[src/rtl/core/aes_sbox_pkg.sv]
package aes_sbox_pkg;

    // Command codes carried in the cmd field of an input word.
    localparam logic CMD_FWD = 1'b0;
    localparam logic CMD_INV = 1'b1;

    // Field and affine constants.
    localparam logic [7:0] AFFINE_CONST     = 8'h63;
    localparam logic [7:0] INV_AFFINE_CONST = 8'h05;
    // Low byte of x^8+x^4+x^3+x+1, folded back in when x^8 appears.
    localparam logic [7:0] POLY_REDUCE      = 8'h1B;

    // Number of register stages from input to output.
    localparam int unsigned STAGES = 5;

    typedef logic [7:0] gf_byte_t;

    // Multiply two field elements: shift-and-add with reduction.
    function automatic gf_byte_t gf_mul(input gf_byte_t a, input gf_byte_t b);
        gf_byte_t x;
        gf_byte_t acc;
        begin
            x   = a;
            acc = '0;
            for (int i = 0; i < 8; i++)
            begin
                if (b[i])
                begin
                    acc = acc ^ x;
                end
                x = {x[6:0], 1'b0} ^ (x[7] ? POLY_REDUCE : 8'h00);
            end
            return acc;
        end
    endfunction

    // Squaring is linear over the field: the bits move to the even positions
    // and the high part is reduced, which leaves only a few XORs.
    function automatic gf_byte_t gf_sq(input gf_byte_t a);
        logic [14:0] wide;
        begin
            wide = '0;
            for (int i = 0; i < 8; i++)
            begin
                wide[2 * i] = a[i];
            end
            for (int k = 14; k >= 8; k--)
            begin
                if (wide[k])
                begin
                    wide = wide ^ ({6'b0, 1'b1, POLY_REDUCE} << (k - 8));
                end
            end
            return wide[7:0];
        end
    endfunction

    // Forward affine transform: b ^ rotl1 ^ rotl2 ^ rotl3 ^ rotl4 ^ 0x63.
    function automatic gf_byte_t affine_fwd(input gf_byte_t b);
        return b ^ {b[6:0], b[7]} ^ {b[5:0], b[7:6]} ^ {b[4:0], b[7:5]}
                 ^ {b[3:0], b[7:4]} ^ AFFINE_CONST;
    endfunction

    // Inverse affine transform: rotl1 ^ rotl3 ^ rotl6 ^ 0x05.
    function automatic gf_byte_t affine_inv(input gf_byte_t s);
        return {s[6:0], s[7]} ^ {s[4:0], s[7:5]} ^ {s[1:0], s[7:2]} ^ INV_AFFINE_CONST;
    endfunction

endpackage

[src/rtl/core/aes_sbox_in_if.sv]
interface aes_sbox_in_if;
    logic       valid;
    logic       ready;
    logic       cmd;
    logic [7:0] byte_in;

    modport source (output valid, output cmd, output byte_in, input ready);
    modport sink (input valid, input cmd, input byte_in, output ready);
endinterface

[src/rtl/core/aes_sbox_out_if.sv]
interface aes_sbox_out_if;
    logic       valid;
    logic       ready;
    logic [7:0] byte_out;

    modport source (output valid, output byte_out, input ready);
    modport sink (input valid, input byte_out, output ready);
endinterface

[src/rtl/core/aes_sbox_compute_unit.sv]
// AES S-box, computed in the field rather than read from a table. Each input
// word gives a byte and a direction (cmd 0 forward, 1 inverse); one output word
// with the substituted byte comes back per input, in order. The unit accepts
// one word per clock unless stalled. The accepting edge loads the first of five
// register stages; the word moves to the output register, offered from then on.
// The stages take the inverse affine step (cmd 1), then compute x^254 through
// the chain x^3, x^15, x^252, x^254 with one field multiply in each of the last
// four stages, the last also applying the forward affine step (cmd 0). Output
// back-pressure stalls the pipeline in place; empty stages still fill, so
// nothing is lost or repeated. Reset only clears the stage valid bits.
module aes_sbox_compute_unit
(
    input  logic            clk,
    input  logic            rst_n,
    aes_sbox_in_if.sink     sub_in,
    aes_sbox_out_if.source  sub_out
);

    localparam int unsigned LAST = aes_sbox_pkg::STAGES - 1;

    // Stage valid bits and load enables.
    logic v_reg [aes_sbox_pkg::STAGES];
    logic v_next [aes_sbox_pkg::STAGES];
    logic rdy [aes_sbox_pkg::STAGES + 1];

    // Stage 0: field operand after the optional inverse affine step.
    logic                    cmd0_reg;
    aes_sbox_pkg::gf_byte_t  x0_reg;
    // Stage 1: x^2 and x^3.
    logic                    cmd1_reg;
    aes_sbox_pkg::gf_byte_t  x2_1_reg;
    aes_sbox_pkg::gf_byte_t  x3_reg;
    // Stage 2: x^2, x^12 and x^15.
    logic                    cmd2_reg;
    aes_sbox_pkg::gf_byte_t  x2_2_reg;
    aes_sbox_pkg::gf_byte_t  x12_reg;
    aes_sbox_pkg::gf_byte_t  x15_reg;
    // Stage 3: x^2 and x^252.
    logic                    cmd3_reg;
    aes_sbox_pkg::gf_byte_t  x2_3_reg;
    aes_sbox_pkg::gf_byte_t  x252_reg;
    // Stage 4: finished byte.
    aes_sbox_pkg::gf_byte_t  out_reg;

    aes_sbox_pkg::gf_byte_t  x0_next;
    aes_sbox_pkg::gf_byte_t  x2_1_next;
    aes_sbox_pkg::gf_byte_t  x3_next;
    aes_sbox_pkg::gf_byte_t  x12_next;
    aes_sbox_pkg::gf_byte_t  x15_next;
    aes_sbox_pkg::gf_byte_t  x252_next;
    aes_sbox_pkg::gf_byte_t  x254;
    aes_sbox_pkg::gf_byte_t  out_next;

    // A stage loads when it is empty or its word moves on this cycle.
    always_comb
    begin
        rdy[aes_sbox_pkg::STAGES] = sub_out.ready;
        for (int i = LAST; i >= 0; i--)
        begin
            rdy[i] = !v_reg[i] || rdy[i + 1];
        end
        v_next[0] = rdy[0] ? sub_in.valid : v_reg[0];
        for (int i = 1; i < aes_sbox_pkg::STAGES; i++)
        begin
            v_next[i] = rdy[i] ? v_reg[i - 1] : v_reg[i];
        end
    end

    assign sub_in.ready  = rdy[0];
    assign sub_out.valid = v_reg[LAST];
    assign sub_out.byte_out = out_reg;

    // Datapath for each stage: one field multiply at most.
    always_comb
    begin
        x0_next   = (sub_in.cmd == aes_sbox_pkg::CMD_INV)
                    ? aes_sbox_pkg::affine_inv(sub_in.byte_in) : sub_in.byte_in;
        x2_1_next = aes_sbox_pkg::gf_sq(x0_reg);
        x3_next   = aes_sbox_pkg::gf_mul(x2_1_next, x0_reg);
        x12_next  = aes_sbox_pkg::gf_sq(aes_sbox_pkg::gf_sq(x3_reg));
        x15_next  = aes_sbox_pkg::gf_mul(x12_next, x3_reg);
        x252_next = aes_sbox_pkg::gf_mul(
                        aes_sbox_pkg::gf_sq(aes_sbox_pkg::gf_sq(
                        aes_sbox_pkg::gf_sq(aes_sbox_pkg::gf_sq(x15_reg)))),
                        x12_reg);
        x254      = aes_sbox_pkg::gf_mul(x252_reg, x2_3_reg);
        out_next  = (cmd3_reg == aes_sbox_pkg::CMD_FWD)
                    ? aes_sbox_pkg::affine_fwd(x254) : x254;
    end

    // Valid bits reset; payload registers do not.
    always_ff @(posedge clk or negedge rst_n)
    begin
        if (!rst_n)
        begin
            for (int i = 0; i < aes_sbox_pkg::STAGES; i++)
            begin
                v_reg[i] <= 1'b0;
            end
        end
        else
        begin
            for (int i = 0; i < aes_sbox_pkg::STAGES; i++)
            begin
                v_reg[i] <= v_next[i];
            end
        end
    end

    // Payload registers advance with their stage.
    always_ff @(posedge clk)
    begin
        if (rdy[0])
        begin
            cmd0_reg <= sub_in.cmd;
            x0_reg   <= x0_next;
        end
        if (rdy[1])
        begin
            cmd1_reg <= cmd0_reg;
            x2_1_reg <= x2_1_next;
            x3_reg   <= x3_next;
        end
        if (rdy[2])
        begin
            cmd2_reg <= cmd1_reg;
            x2_2_reg <= x2_1_reg;
            x12_reg  <= x12_next;
            x15_reg  <= x15_next;
        end
        if (rdy[3])
        begin
            cmd3_reg <= cmd2_reg;
            x2_3_reg <= x2_2_reg;
            x252_reg <= x252_next;
        end
        if (rdy[4])
        begin
            out_reg <= out_next;
        end
    end

    // The input is held off only when every stage is full and the output stalls.
    a_full_when_blocked: assert property (@(posedge clk) disable iff (!rst_n)
        !sub_in.ready |-> (v_reg[0] && v_reg[1] && v_reg[2] && v_reg[3] && v_reg[4]
                           && !sub_out.ready))
        else $error("input blocked while a stage is free");

    // An accepted word lands in the first stage.
    a_accept_fills: assert property (@(posedge clk) disable iff (!rst_n)
        (sub_in.valid && sub_in.ready) |=> v_reg[0])
        else $error("accepted word did not enter the pipeline");

    // A stalled middle stage keeps its word.
    a_mid_hold: assert property (@(posedge clk) disable iff (!rst_n)
        (v_reg[2] && !rdy[3]) |=> (v_reg[2] && $stable(x15_reg) && $stable(x12_reg)))
        else $error("stalled stage lost its word");

    // The output register holds its word until it is taken.
    a_out_hold: assert property (@(posedge clk) disable iff (!rst_n)
        (v_reg[LAST] && !sub_out.ready) |=> (v_reg[LAST] && $stable(out_reg)))
        else $error("stalled output word changed");

endmodule

[src/flat_wrapper.sv]
// flat-port wrapper written by rule: the top's interface ports become plain ports
module aes_sbox_compute_unit_flat 
  (clk, rst_n, sub_in_valid, sub_in_cmd, sub_in_byte_in, sub_in_ready, sub_out_valid, sub_out_byte_out, sub_out_ready);
  aes_sbox_in_if sub_in_i ();
  aes_sbox_out_if sub_out_i ();
  input  logic clk;
  input  logic rst_n;
  input wire logic [$bits(sub_in_i.valid)-1:0] sub_in_valid;
  input wire logic [$bits(sub_in_i.cmd)-1:0] sub_in_cmd;
  input wire logic [$bits(sub_in_i.byte_in)-1:0] sub_in_byte_in;
  output wire logic [$bits(sub_in_i.ready)-1:0] sub_in_ready;
  output wire logic [$bits(sub_out_i.valid)-1:0] sub_out_valid;
  output wire logic [$bits(sub_out_i.byte_out)-1:0] sub_out_byte_out;
  input wire logic [$bits(sub_out_i.ready)-1:0] sub_out_ready;
  assign sub_in_i.valid = sub_in_valid;
  assign sub_in_i.cmd = sub_in_cmd;
  assign sub_in_i.byte_in = sub_in_byte_in;
  assign sub_in_ready = sub_in_i.ready;
  assign sub_out_valid = sub_out_i.valid;
  assign sub_out_byte_out = sub_out_i.byte_out;
  assign sub_out_i.ready = sub_out_ready;
  aes_sbox_compute_unit u_core (.clk(clk), .rst_n(rst_n), .sub_in(sub_in_i), .sub_out(sub_out_i));
endmodule
[config.mk]
export PLATFORM = sky130hd
export DESIGN_NAME = aes_sbox_compute_unit_flat
export DESIGN_NICKNAME = d
export VERILOG_FILES = /design/src/rtl/core/aes_sbox_pkg.sv /design/src/rtl/core/aes_sbox_in_if.sv /design/src/rtl/core/aes_sbox_out_if.sv /design/src/rtl/core/aes_sbox_compute_unit.sv /design/src/flat_wrapper.sv
export SDC_FILE = /design/constraint.sdc
export NUM_CORES = 1
export LEC_CHECK = 0
export BUFFER_PORTS_ARGS = -buffer_cell sky130_fd_sc_hd__buf_2
export CORE_UTILIZATION = 50
export CTS_CLUSTER_DIAMETER = 200
export DETAILED_ROUTE_END_ITERATION = 6
export PLACE_DENSITY = 0.66
export SLEW_MARGIN = 20
export SYNTH_ARGS = -nofsm -noshare
export SYNTH_HDL_FRONTEND = slang
export SYNTH_SLANG_ARGS = --single-unit
[constraint.sdc]
create_clock -name clk -period 5.2 [get_ports clk]
set_clock_uncertainty 0.2 [all_clocks]
set_input_delay 0.78 -clock clk [delete_from_list [all_inputs] [get_ports clk]]
set_output_delay 0.78 -clock clk [all_outputs]
set_load 0.02 [all_outputs]
After elaboration in Yosys (flattened, before gate mapping)
Index checks and enable logic that the tools add are counted.
Widths: inputs -> output; s select.

cells by class
  reduce and logical (&&, ||, !) cells = 10
  bitwise operators = 113
  mux-type cells = 111

operators by type and width
  operator          count
  $xor 8x8->8       59
  $mux 8            41
  $not 4->4         50
  $mux 5            35
  $mux 11           7
  $mux 10           7
  $mux 9            7
  $mux 7            7
  $mux 6            7
  $xor 8x5->8       3
  $logic_not 1->1   5
  $logic_or 1x1->1  5
  $not 2->2         1

word-level totals
  output and inout port bits = 10
  input port bits = 13
  register bits = 81
  logic and storage cells = 252

Longest topological paths before layout
  depth after elaboration = 71
  depth in mapped cells = 13
  gate-level depth less buffers = 11

Least setup slack after synthesis
OpenSTA, ideal clock, no wires.

  kind = register to register
  start point = reg u_core.x0_reg[6]
  end point = reg u_core.x3_reg[4] (data pin)
  data arrival time = 2.922 ns
  buffers on the path = 3
  cell stages (with the launch flop) = 13
  required time = 4.737 ns
  period minus slack after synthesis = 3.386 ns
  library setup time = 0.263 ns
  setup slack = 1.814 ns
  cell sequence = edfxtp_1 buf_2 xor2_1 clkinv_1 ha_1 clkbuf_1 xor2_1 xnor2_1 clkbuf_1 mux2i_1 a22oi_1 xnor2_1 xor2_1

on the way
  word-level cells in the longest chain between the ends = 23
  elaborated cells on any way between the ends = 37
  classes of those cells = mux (19); bitwise (18)

RTL lines
  element                 RTL line                      text
  from (decl)             aes_sbox_compute_unit.sv:28   aes_sbox_pkg::gf_byte_t x0_reg;
  from (signal assigned)  aes_sbox_compute_unit.sv:116  x0_reg <= x0_next;
  $mux 9                  aes_sbox_pkg.sv:49            if (wide[k])
  $not 4->4 (no line)     -
  $mux 8                  aes_sbox_pkg.sv:49
  $mux 7                  aes_sbox_pkg.sv:49
  $not 4->4 (no line)     -
  $mux 6                  aes_sbox_pkg.sv:49
  $not 4->4 (no line)     -
  $mux 5                  aes_sbox_pkg.sv:49
  [... 8 more ...]        -
  $mux 8                  aes_sbox_pkg.sv:27            if (b[i])
  $xor 8x8->8             aes_sbox_pkg.sv:29            acc = acc ^ x;
  $mux 8                  aes_sbox_pkg.sv:27
  $xor 8x8->8             aes_sbox_pkg.sv:29
  $mux 8                  aes_sbox_pkg.sv:27
  $xor 8x8->8             aes_sbox_pkg.sv:29
  $mux 8 (*)              aes_sbox_pkg.sv:27
  net u_core.x3_next[4]   aes_sbox_compute_unit.sv:47   aes_sbox_pkg::gf_byte_t x3_next;
  to (signal assigned)    aes_sbox_compute_unit.sv:122  x3_reg <= x3_next;
  to (decl)               aes_sbox_compute_unit.sv:32   aes_sbox_pkg::gf_byte_t x3_reg;

Mark *: on every way through the listed nets, which the timed path passes. The rest lies on a longest branch.
A chain may end at the register's enable or synchronous reset.

Final worst setup path
  start point = reg u_core.x0_reg[6]
  end point = reg u_core.x3_reg[7] (data pin)

on the way
  word-level cells in the longest chain between the ends = 21
  elaborated cells on any way between the ends = 34
  classes of those cells = mux (16); bitwise (18)

RTL lines
  element                RTL line
  $mux 9                 aes_sbox_pkg.sv:49
  $not 4->4 (no line)    -
  $mux 8                 aes_sbox_pkg.sv:49
  $mux 7                 aes_sbox_pkg.sv:49
  $not 4->4 (no line)    -
  $mux 6                 aes_sbox_pkg.sv:49
  $not 4->4 (no line)    -
  $mux 5                 aes_sbox_pkg.sv:49
  [... 6 more ...]       -
  $mux 8                 aes_sbox_pkg.sv:27
  $xor 8x8->8            aes_sbox_pkg.sv:29
  $mux 8                 aes_sbox_pkg.sv:27
  $xor 8x8->8            aes_sbox_pkg.sv:29
  $mux 8                 aes_sbox_pkg.sv:27
  $xor 8x8->8            aes_sbox_pkg.sv:29
  $mux 8 (*)             aes_sbox_pkg.sv:27
  net u_core.x3_next[7]  aes_sbox_compute_unit.sv:47

Marked as above.

==> results.md <==
- The flow ran to the end, and the final reports show no timing, DRC or antenna violations.
- The kind of end point of the critical path is a flop.
- The worst hold slack after final layout is 41.0 ps.
- The number of input and output port buffers inserted is 22.
- The core area is 16700 um2.
- Across every metal layer, demand over resource in global routing totals 21.2%.
- Relative to the synthesized area, the layout overhead comes to 4.95%.
- The number of max-slew violations in the final report came to 0.
- The net count reported at finish is 1005.
- The min-delay analysis places its worst path in the category in -> async.
- Counting every instance in the synthesized netlist gives 1035.
- The count of placed standard cells including taps is 1200.
- Among all cell types in the netlist, the one instantiated most often is xnor2_1.
- The worst pin sits at a relative slew slack of 32.3%.
- The post-route minimum period is 3720 ps.
- Once the clock tree was built, the setup fixing pass inserted 0 buffers.
- The repair_antennas step left the layout with diodes totalling 0.
- After synthesis the netlist holds a flip-flop and latch count of 81.
- In the finished design, the share of the clock period the worst path needs comes to 71.5%.
- The library cell occupying the most area in the post-synthesis netlist is edfxtp_1.
- Max-cap violations in this run came to 0.
- The library cell contributing the largest single delay on the critical path is xnor2_1.
- The fraction of final layout cells sized beyond drive strength 1 is 7.83%.
- The setup TNS after final layout is 0 ps.
- The wire length after detailed routing is 18300 um.
- The mapped cell area is 8610 um2.
- No sink is reached through more buffers than the 2 on the longest clock path.
- The capture point of the worst path is u_core.x3_reg[7].
- Clock latency on the worst-skew pair, taken at its later pin, is 340 ps.
- After filler insertion, the fill cell instance count of the layout stands at 1564.
- Global routing finished with a remaining overflow of 0.
- After synthesis, the share of flip-flops with an asynchronous set or reset is 6.17%.
- Setup repair after global routing left no endpoint under its margin.
- The arrival time of the worst setup path is 3590 ps.
- For this run, the number of Yosys warnings is 0.
- In this run, the number of DRC markers left after iteration 0 of detailed routing was 542.
- Pin placement for this block handled 23 I/O pins.
- Traced cell by cell, the critical path runs through xor2_1 > clkinv_1 > ha_1 > xor2_1 > xnor2_1 > nand2_1 > nor2_1 > a21oi_1 > o21ai_0 > a221oi_1 > xnor2_1.
- The post-detailed-route count of antenna-violating nets is 0.
- The HPWL after detailed placement is 12500 um.
- Counting the buffers created by CTS gives 9.
- The endpoint identified for the worst register-to-register timing path is u_core.x3_reg[7].
- The startpoint identified for the worst register-to-register timing path is u_core.x0_reg[6].
- The number of antenna violations at the first check in global routing was 0.
- The die is 133 um tall.
- The number of enable-type register cells in the synthesized netlist is 76.
- The congestion estimate from routability-driven global placement came to 0.851.
- The total of endpoints with negative setup slack in the final report is 0.
- Once the floorplan was initialized, standard cells occupied 51.6% of the core.
- The number of different library cells in the post-synthesis netlist is 54.
- The first detailed-routing pass took 6 iterations.
- Across all layers, the routed design uses 6767 vias.
- Dividing the detail-routed wire length by the instance count gives 15.1 um.
- When the netlist entered floorplanning its net count stood at 1049.
- The root buffer cell is clkbuf_16.
- The ratio of routed vias to standard cells is 5.56.
- Entering global routing, the biggest net connects 37 pins.
- The internal reg-to-reg setup slack is 1480 ps.
- Ranked by total cell area, the synthesized netlist is headed by edfxtp_1 (26%), xnor2_1 (21%), nand2_1 (7.4%).
- TritonCTS built the clock tree.
- The total number of placement rows is 47.
- The setup path with the least slack is of type reg -> reg.
- After synthesis, the most frequently instantiated cells are xnor2_1 (207), nand2_1 (169), a21oi_1 (84).
- In this design, the stage delay of the slowest critical-path cell is 700 ps.
- Of all nets on the critical path, the largest fanout is 13.
- The number of standard cells in the layout, taps in and fillers out is 1216.
- The category of the worst setup path launch point is a flop.
- The floorplan die width is 133 um.
- Sequential elements use 27.9% of the synthesized area.
- The die covers 17800 um2.
- The H-tree depth is 3.
- Based on the critical path, the design can be clocked at up to 269 MHz.
- The number of buffers inserted by hold repair at cts is 0.
- The number of cells on the worst reg-to-reg path is 11.
- The clock-pin slew on the worst setup and hold paths is 70 ps.
- The number of global-route vias before repair is 6021.
- Dividing the synthesized area by the synthesized cell count gives 8.32 um2.
- Post-CTS repair changed the size of 0 cells.
- The most critical setup path has its startpoint at u_core.x0_reg[6].
- The final hold violation count is 0.
- The number of clock sinks is 81.
- The first global-routing pass estimated 30700 um of wire.
- At the worst endpoint, the required time is 5080 ps.
- The prevailing post-synth register cell is edfxtp_1.
- The residual DRC count is 0.
- For the pin with the worst max-slew slack, the measured transition is 1010 ps.
- Of the post-synthesis cell area, the dominant cell type holds 26.5%.
-- layout make-up --
| cell class | instances | area, um2 | share of cell area [%] |
|---|---|---|---|
| Clock buffer | 10 | 229 | 2.53 |
| Sequential cell | 81 | 2410 | 26.6 |
| Timing Repair Buffer | 37 | 223 | 2.46 |
| Clock inverter | 6 | 91.3 | 1.01 |
| Tap cell | 220 | 275 | 3.04 |
| Multi-Input combinational cell | 840 | 5730 | 63.4 |
| Inverter | 22 | 82.6 | 0.913 |
-- kinds of logic after synthesis --
| family | after synthesis | synth area share [%] |
|---|---|---|
| xor+xnor | 302 | 34.4 |
| mux | 20 | 2.43 |
| compound gates | 213 | 14.7 |
| simple gates | 303 | 14.7 |
| fa+ha+maj | 2 | 0.261 |
| flops | 81 | 27.9 |
| buf+inv | 114 | 5.56 |
-- metal layers --
layer / share of wire (%) / global-route usage [%] / up-vias
li1: - / - / 3403
met1: 47 / 29.7 / 3176
met2: 47 / 34.5 / 165
met3: 4.1 / 3.20 / 23
met4: 1.4 / 5.18 / 0
met5: 0 / 0 / -
-- stage by stage --
step	setup WS (ps)	instance area, um2	utilization [%]
CTS	1510	9040	54.1
global placement	1600	8720	52.2
detailed placement	1510	8720	52.2
finish	1480	9040	54.1
floorplan	1810	8610	-
global route	1150	9040	54.1
-- cell usage in the layout (no fill, tap or decap), drive strengths merged, types with 6 or more instances in the layout --
cell / n
xnor2: 215
nand2: 169
a21oi: 84
edfxtp: 76
xor2: 71
nor2: 67
o21ai: 55
buf: 37
nand3: 23
inv: 17
mux2i: 13
o22ai: 11
a22oi: 11
nor3: 10
clkbuf: 10
xnor3: 9
clkinv: 9
a31oi: 8
nand2b: 8
a211oi: 7
nor2b: 7
mux2: 7
xor3: 7
and3: 6
o31ai: 6
a32oi: 6
-- worst max-delay path: cells and delay by family, from the launching register on --
kind | cells | cell delay (ps)
compound gates | 3 | 340
fa+ha+maj | 1 | 480
buf+inv | 1 | 350
xor+xnor | 4 | 1460
simple gates | 2 | 230
flops | 1 | 400
-- worst min-delay path by stage --
| stage | slack [ps] | startpoint | end | cells after the start |
|---|---|---|---|---|
| after detailed placement | 200 | u_core.x2_2_reg[1] | u_core.x2_3_reg[1] | 0 |
| after floorplan | 200 | u_core.cmd0_reg | u_core.cmd1_reg | 0 |
| after global routing | 40 | rst_n | u_core.sub_out.valid | 1 |
| after global placement | 200 | u_core.x2_1_reg[0] | u_core.x2_2_reg[0] | 0 |
| final | 40 | rst_n | u_core.sub_out.valid | 1 |
| after CTS | 30 | rst_n | u_core.sub_out.valid | 1 |
Power is left out: the tool's default activity adds up to more than one toggle a clock period on the data nets, which glitch-free logic cannot reach.
